## config.mk

```make
export PLATFORM = sky130hd
export DESIGN_NAME = mf2d_queue
export DESIGN_NICKNAME = d
export VERILOG_FILES = /design/src/rtl/mf2d_pkg.sv /design/src/rtl/mf2d_queue.sv
export SDC_FILE = /design/constraint.sdc
export NUM_CORES = 1
export LEC_CHECK = 0
export ABC_AREA = 0
export BUFFER_PORTS_ARGS = -buffer_cell sky130_fd_sc_hd__buf_2
export CAP_MARGIN = 20
export CORE_ASPECT_RATIO = 0.75
export CORE_MARGIN = 5
export CORE_UTILIZATION = 30
export CTS_CLUSTER_SIZE = 8
export DETAILED_ROUTE_END_ITERATION = 12
export GPL_TIMING_DRIVEN = 0
export PLACE_DENSITY = 0.5
export SLEW_MARGIN = 20
export SYNTH_ARGS = -nofsm -noshare
export SYNTH_HDL_FRONTEND = slang
export SYNTH_SLANG_ARGS = --single-unit
```

## constraint.sdc

```tcl
create_clock -name clock -period 3.56 [get_ports clock]
set_input_delay 1.068 -clock clock [delete_from_list [all_inputs] [get_ports clock]]
set_output_delay 1.068 -clock clock [all_outputs]
set_load 0.1 [all_outputs]
```

## src/rtl/mf2d_pkg.sv

```systemverilog
`default_nettype none
// ----------------------------------------------------------------------------
// mf2d_pkg
// Shared sizes, types and helpers of the 2D median filter.
// ----------------------------------------------------------------------------
package mf2d_pkg;

   localparam int MAX_WIDTH  = 1024;
   localparam int MAX_HEIGHT = 1024;
   localparam int MAX_RADIUS = 3;

   localparam int PIX_W     = 8;
   localparam int DIM_W     = 11;                        // frame size registers
   localparam int RAD_W     = 2;                         // radius register
   localparam int CSR_AW    = 4;
   localparam int CSR_DW    = 32;
   localparam int COL_W     = $clog2(MAX_WIDTH);
   localparam int EROW_W    = $clog2(MAX_HEIGHT);
   localparam int POS_W     = DIM_W + 2;                 // signed tap positions
   localparam int WIN_SIDE  = 2 * MAX_RADIUS + 1;
   localparam int WIN_TAPS  = WIN_SIDE * WIN_SIDE;
   localparam int SIDE_W    = $clog2(WIN_SIDE);
   localparam int RING_BITS = $clog2(WIN_SIDE);
   localparam int RING_ROWS = 1 << RING_BITS;
   localparam int LEAD_W    = $clog2(MAX_RADIUS * MAX_WIDTH + MAX_RADIUS + 2);
   localparam int RANK_W    = $clog2(WIN_TAPS);
   localparam int CNT_W     = $clog2(WIN_TAPS + 1);
   localparam int Q_DEPTH   = 4;
   localparam int Q_AW      = $clog2(Q_DEPTH);
   localparam int OUT_DEPTH = 16;
   localparam int OUT_AW    = $clog2(OUT_DEPTH);

   localparam logic [1:0] REG_FRAME_WIDTH   = 2'd0;
   localparam logic [1:0] REG_FRAME_HEIGHT  = 2'd1;
   localparam logic [1:0] REG_WINDOW_RADIUS = 2'd2;

   typedef logic [PIX_W-1:0]            pixel_type;
   typedef pixel_type [WIN_SIDE-1:0]    col_vec_type;

   typedef struct packed {
      logic [DIM_W-1:0] w;
      logic [DIM_W-1:0] h;
      logic [RAD_W-1:0] r;
   } cfg_type;

   // one column of the window plus the output position it completes
   typedef struct packed {
      col_vec_type       vec;
      logic              emit;
      logic [COL_W-1:0]  x;
      logic [EROW_W-1:0] y;
      logic              last;
   } col_entry_type;

   // Unused taps are zero, so the median rank moves up by their count.
   function automatic logic [RANK_W-1:0] median_rank(input logic [RAD_W-1:0] r);
      int rr;
      rr = int'(r);
      return RANK_W'(WIN_TAPS - 1 - 2 * rr * (rr + 1));
   endfunction

endpackage
`default_nettype wire

```

## src/rtl/mf2d_queue.sv

```systemverilog
`default_nettype none
// ----------------------------------------------------------------------------
// mf2d_queue
// Short queue of window columns between the front and the back.
// ----------------------------------------------------------------------------
module mf2d_queue (
   input  logic                      clock,
   input  logic                      reset,
   input  logic                      wr,
   input  mf2d_pkg::col_entry_type   wr_data,
   input  logic                      rd,
   output mf2d_pkg::col_entry_type   rd_data,
   output logic                      q_empty,
   output logic [mf2d_pkg::Q_AW:0]   q_count
);
   import mf2d_pkg::*;

   col_entry_type     slot_ff [Q_DEPTH];
   logic [Q_AW-1:0]   wp_ff, wp_in, rp_ff, rp_in;
   logic [Q_AW:0]     cnt_ff, cnt_in;

   assign q_empty = cnt_ff == '0;
   assign q_count = cnt_ff;
   assign rd_data = slot_ff[rp_ff];

   always_comb begin
      wp_in  = wr ? wp_ff + 1'b1 : wp_ff;
      rp_in  = rd ? rp_ff + 1'b1 : rp_ff;
      cnt_in = cnt_ff + (Q_AW+1)'(wr) - (Q_AW+1)'(rd);
   end

   always_ff @(posedge clock) begin
      if (reset) begin
         wp_ff  <= '0;
         rp_ff  <= '0;
         cnt_ff <= '0;
      end else begin
         wp_ff  <= wp_in;
         rp_ff  <= rp_in;
         cnt_ff <= cnt_in;
      end
   end

   always_ff @(posedge clock) begin
      if (wr) begin
         slot_ff[wp_ff] <= wr_data;
      end
   end

endmodule
`default_nettype wire

```

==> metrics.txt, run 1 <==
clk_lat worst skew=540 ps; Arrival @ worst endpoint=2380 ps; FFs w/ async S/R, synth=0%; commonest non-fill, non-tap cell in the layout=edfxtp_1; FF-to-FF path depth=4; Detail Route met2 WL=11.62 mm; CTS Root Cell=clkbuf_16; Primary FF master, synth=edfxtp_1; ANT nets after route=0; first-pass GRT wire length=36.32 mm; FF-to-FF Start=wp_ff[0]; hold_sp=wp_ff[1]; Core ar.=38400 µm²; Area growth syn-to-layout=24.43%; wire length per cell=19.70 µm; Crit path required time=2490 ps; Crit Path Class=reg -> out; Port-buffer cells=163; share of cells above drive strength 1=46.60%; maximum root-to-sink buffer count=3; # diodes=0; syn_nets=538; Finished Cell Area=14570 µm²; Setup-failing EPs final=0; Placed Area=13290 µm²; Worst-path clk slew=50 ps; Fin Setup TNS=0 ps; DR iter-0 viols=263; status=finished clean; Num CTS Buffers=46; CP max FO=10; layout net count=753; kind of start point of the critical path=flop; peak supply drop=0.5624 mV; worst slew pin tran=690.6 ps; drt via density=4.482; CTS tree=yes; highest routing layer actually used=met5; ranking of synthesized cells by area=edfxtp_1, mux4_2, dfxtp_1; Min-Delay Endpoint=wp_ff[1]; routed vias=5325; clk sink count=321; largest net degree at the start of global routing=41; Lkg Pwr=4.892 nW; routability cong.=0.7274; sequential fraction of the synthesis area=81.57%; # DRC=0; fmax=0.2902 GHz; Final Max Tran Viols=0; Worst Skew=9.472 ps; initial antenna violation count=2; Final Hold Slack=560.0 ps; Routed met3 length=1.571 mm; CTS Hold Bufs=0; dpl hpwl=14.89 mm; Avg Synthesized Cell Area=26.07 µm²; synthesized cell area=11710 µm²; max-cap viol count=0; endpoint type of the worst setup path=output port; H-Tree Depth=2; top cell type's share of synthesized area=80.03%; yosys warns=0; die height=181.1 µm; DRT Pass-1 Iters=5; hold depth=2; commonest non-fill, non-tap cells in the layout=edfxtp_1, buf_2, mux4_2, clkbuf_16, buf_4; overall die width=238.1 µm; Total GRT Usage=10.85%; min cycle time layout=3446 ps; GR Overflow Total=0; EDFF count, synth=312; Post-Syn Instances=449; #FFs+latches synth=321; Pwr Density=687.2 nW/µm²; Final Hold Vio Count=0; # IOs=164; Synth area leader=edfxtp_1; final wirelength=23.40 mm; Initial Utilization=30.49%; reg2reg setup slack=1710 ps; vias in the first global route=6143; DRT met1 WL=9.706 mm; die area=43110 µm²; Post-CTS Setup Inserts=0; final worst path period share=96.79%; HP Class=reg -> reg; max_slew headroom=53.96%; RR Endpoint=slot_ff[2][71]; RSZ-0062 raised after global routing=true; Distinct cells, synth=21; # rows=62
## routing by layer
| layer | up-vias | track usage, % |
|---|---|---|
| li1 | 2341 | - |
| met1 | 2790 | 13.49 |
| met2 | 145 | 18.28 |
| met3 | 47 | 3.612 |
| met4 | 2 | 3.029 |
| met5 | - | 0 |
## synthesized netlist by cell type, types with 2 or more instances
cell        n
inv_1       6
mux4_2     78
clkbuf_1    5
dfxtp_1     9
nor2b_1     2
ha_1        6
and2_1      4
buf_4       5
buf_12      3
edfxtp_1  312
nor2_1      5
xnor2_1     2
buf_2       4
## flip-flops by register name, summed over array words and instances, names as in the netlist, named ones only
name and count:
q_count 3, slot_ff 312, wp_ff 2, rp_ff 2
## worst max-delay path by stage
stage | from | to
finish | flop | rd_data[71]
global route | flop | rd_data[15]
CTS | flop | rd_data[41]
detailed placement | flop | rd_data[57]
global placement | wr | slot_ff[0][69]
floorplan | wr | slot_ff[0][0]
## layout make-up
class | count | area [µm²]
Fill cell | 3523 | 23830
Sequential cell | 321 | 9549
Timing Repair Buffer | 167 | 973.4
Buffer | 18 | 148.9
Inverter | 6 | 22.52
Clock buffer | 55 | 1185
Tap cell | 512 | 640.6
Clock inverter | 5 | 45.04
Multi-Input combinational cell | 104 | 2002
## worst max-delay path, stage by stage (launching register included)
cell     delay (ps)
dfxtp_1         300
buf_2           200
buf_2           350
buf_2           340
mux4_2          230
buf_2           420
## cell families after synthesis
family,count (synthesis),synth area share (%)
adders and majority gates,7,0.8123
buffers and inverters,24,1.454
AOI/OAI and AO/OA,2,0.1282
and+or+nand+nor,13,0.5878
DFF,321,81.57
xor gates and xnor gates,3,0.3527
muxes,79,15.09
## per-stage QoR
stage,utilization (%),std cells,total power [mW],worst slack (ps)
after floorplan,-,449,5.978,228.8
final,37.93,1188,10.01,114.2
after global placement,34.29,1124,6.313,-1445
after CTS,37.90,1188,10.17,1.946
after detailed placement,34.60,1128,6.347,524.2
after global routing,37.93,1188,10.39,-34.75
## where the power goes
group,leakage (nW),internal (mW),total [mW],switching (mW)
clock network,0.595,2.30,3.74,1.44
logic,1.36,0.417,1.87,1.45
registers,2.94,4.35,4.40,0.0469
## repair_timing
action,4_1_cts,5_1_grt
gates resized for setup,15,8
pin swaps,0,0
endpoints found under the setup margin,15,38
Power figures use the tool's default switching activity.
==> run 2: changes to the inputs <==
RECOVER_POWER = 50   (was unset)
==> run 2 against run 1 <==
Compared with the run above: the run now ends with capacitance limit, slew limit left; non-clock buffer count stayed put; utilization is 0.28 points lower; largest cell class unchanged; highest routed layer is now met4; critical endpoint unchanged; global-route usage stayed put; sequential share of layout area is 0.48 points higher; register-to-register slack worse by 1000 ps; die area stayed put; clock skew hardly changed; setup slack better by 4.6 ps; cell area is 0.73% lower; fmax is 0.13% higher.
==> metrics.txt, run 2 (same netlist as run 1, synthesis figures left out) <==
Non-Filler Instances=1188 (unchanged); initial antenna violation count=0 (-2); DR iter-0 viols=247 (-6.1%); Crit Path Class=reg -> out; Pwr Density=691.5 nW/µm² (+0.61%); routed vias=5316 (-0.17%); die height=181.1 µm (unchanged); fin worst setup slack=118.8 ps (+4.572 ps); Lkg Pwr=4.667 nW (-4.6%); layout net count=753 (unchanged); Comb pwr share=18.5% (about the same); Total GRT Usage=10.85% (unchanged); # IOs=164 (unchanged); clock network power share=37.4% (about the same); Worst Skew=9.876 ps (+0.4038 ps); first-pass GRT wire length=36.32 mm (unchanged); worst slew pin tran=2239 ps (+1549 ps); # rows=62 (unchanged); Core ar.=38400 µm² (unchanged); max reg flops=312 (unchanged); clk sink count=321 (unchanged); maximum root-to-sink buffer count=3 (unchanged); overall die width=238.1 µm (unchanged); failing checks=capacitance limit, slew limit; Crit path required time=2490 ps (about the same); max_slew headroom=-49.29% (-100 points); CTS tree=yes; DRT Pass-1 Iters=4 (-1); HP Class=reg -> reg; # diodes=0 (unchanged); CTS Hold Bufs=0 (unchanged); Biggest register=slot_ff; min cycle time layout=3441 ps (-4.572 ps); Worst-path clk slew=50 ps (about the same); status=finished, violations left; endpoint type of the worst setup path=output port; Initial Utilization=30.49% (unchanged); Pint=7.063 mW (-0.16%); routability cong.=0.7274 (unchanged); vias in the first global route=6143 (unchanged); final worst path period share=96.66% (-0.13 points); Arrival @ worst endpoint=2370 ps (about the same); drt via density=4.475 (-0.17%); clk_lat worst skew=530 ps (about the same); Switch Pwr=2.935 mW (about the same); H-Tree Depth=2 (unchanged); Final Max Tran Viols=78 (+78); largest net degree at the start of global routing=41 (unchanged); CTS Root Cell=clkbuf_16; kind of start point of the critical path=flop; # DRC=0 (unchanged); commonest non-fill, non-tap cell in the layout=edfxtp_1; cell count after placement=1128 (unchanged); Placed Area=13290 µm² (unchanged); Final Hold Vio Count=0 (unchanged); Fin Setup TNS=0 ps (unchanged); Area growth syn-to-layout=23.52%; GR Overflow Total=0 (unchanged); max-cap viol count=2 (+2); Setup WS pre-CTS=524.2 ps (unchanged); commonest non-fill, non-tap cells in the layout=edfxtp_1, clkbuf_1, mux4_2, buf_2, clkbuf_16; CP max FO=10 (unchanged); RSZ-0062 raised after global routing=true; Setup-failing EPs final=0 (unchanged); final wirelength=23.38 mm (about the same); fmax=0.2906 GHz (+0.13%); switch share=29.36% (about the same); peak supply drop=0.5654 mV (+0.53%); sequential share of power=44.0% (about the same); Num CTS Buffers=46 (unchanged); wire length per cell=19.68 µm (about the same); die area=43110 µm² (unchanged); Finished Cell Area=14460 µm² (-0.73%); ANT nets after route=0 (unchanged); dpl hpwl=14.89 mm (unchanged); share of cells above drive strength 1=34.47% (-12 points); Port-buffer cells=163 (unchanged)
-- run 2: cell types whose count changed in the layout (fill, tap and decap cells not counted), sizes merged --
cell and delta:
buf -80, clkbuf +80
-- run 2: per-stage QoR --
stage / hold WS [ps] / power [mW] / util [%]
floorplan: 491.8 / 5.978 / -
global placement: 518.2 / 6.313 / 34.29
detailed placement: 553.9 / 6.347 / 34.60
CTS: 563.7 / 10.17 / 37.90
global route: 582.1 / 10.38 / 37.66
finish: 560.2 / 9.998 / 37.66
-- run 2: path summary, 6_finish.rpt --
path	to	slack (ps)	cells past startpoint	start
worst max-delay path	rd_data[71]	120	5	flop
worst max register to register	slot_ff[3][63]	660	3	wp_ff[0]
worst min register to register	rp_ff[1]	560	2	rp_ff[0]
worst min-delay path	rp_ff[1]	560	2	rp_ff[0]
-- run 2: area by class of cell --
| class | instances | area (µm²) |
|---|---|---|
| Inverter | 6 | 22.52 |
| Clock buffer | 55 | 1185 |
| Timing Repair Buffer | 167 | 873.3 |
| Sequential cell | 321 | 9549 |
| Buffer | 18 | 148.9 |
| Clock inverter | 5 | 45.04 |
| Fill cell | 3566 | 23940 |
| Multi-Input combinational cell | 104 | 1996 |
| Tap cell | 512 | 640.6 |
-- run 2: what timing repair did --
item	4_1_cts	5_1_grt
resized for setup	15	8
endpoints found under the setup margin	15	38
setup buffers	0	0
-- run 2: layer usage --
metal / wire length, µm / vias to the layer above / global-route usage, % / part of all wire (%)
li1: - / 2344 / - / -
met5: 0 / - / 0 / 0
met1: 9649 / 2783 / 13.49 / 41
met3: 1564 / 44 / 3.612 / 6.7
met4: 483 / 0 / 3.029 / 2.1
met2: 11680 / 145 / 18.28 / 50
-- run 2: worst max-delay path, cell delays in order (launching register included) --
cell and delay (ps):
dfxtp_1 300, buf_2 210, buf_2 350, buf_2 340
mux4_2 230, buf_2 420
-- run 2: power groups by stage --
stage | Combinational [mW] | Clock, mW | Sequential [mW]
after floorplan | 1.44 | 0 | 4.54
after global placement | 1.83 | 0 | 4.48
after detailed placement | 1.88 | 0 | 4.47
after CTS | 1.89 | 3.87 | 4.40
after global routing | 1.93 | 4.04 | 4.41
final | 1.85 | 3.74 | 4.40
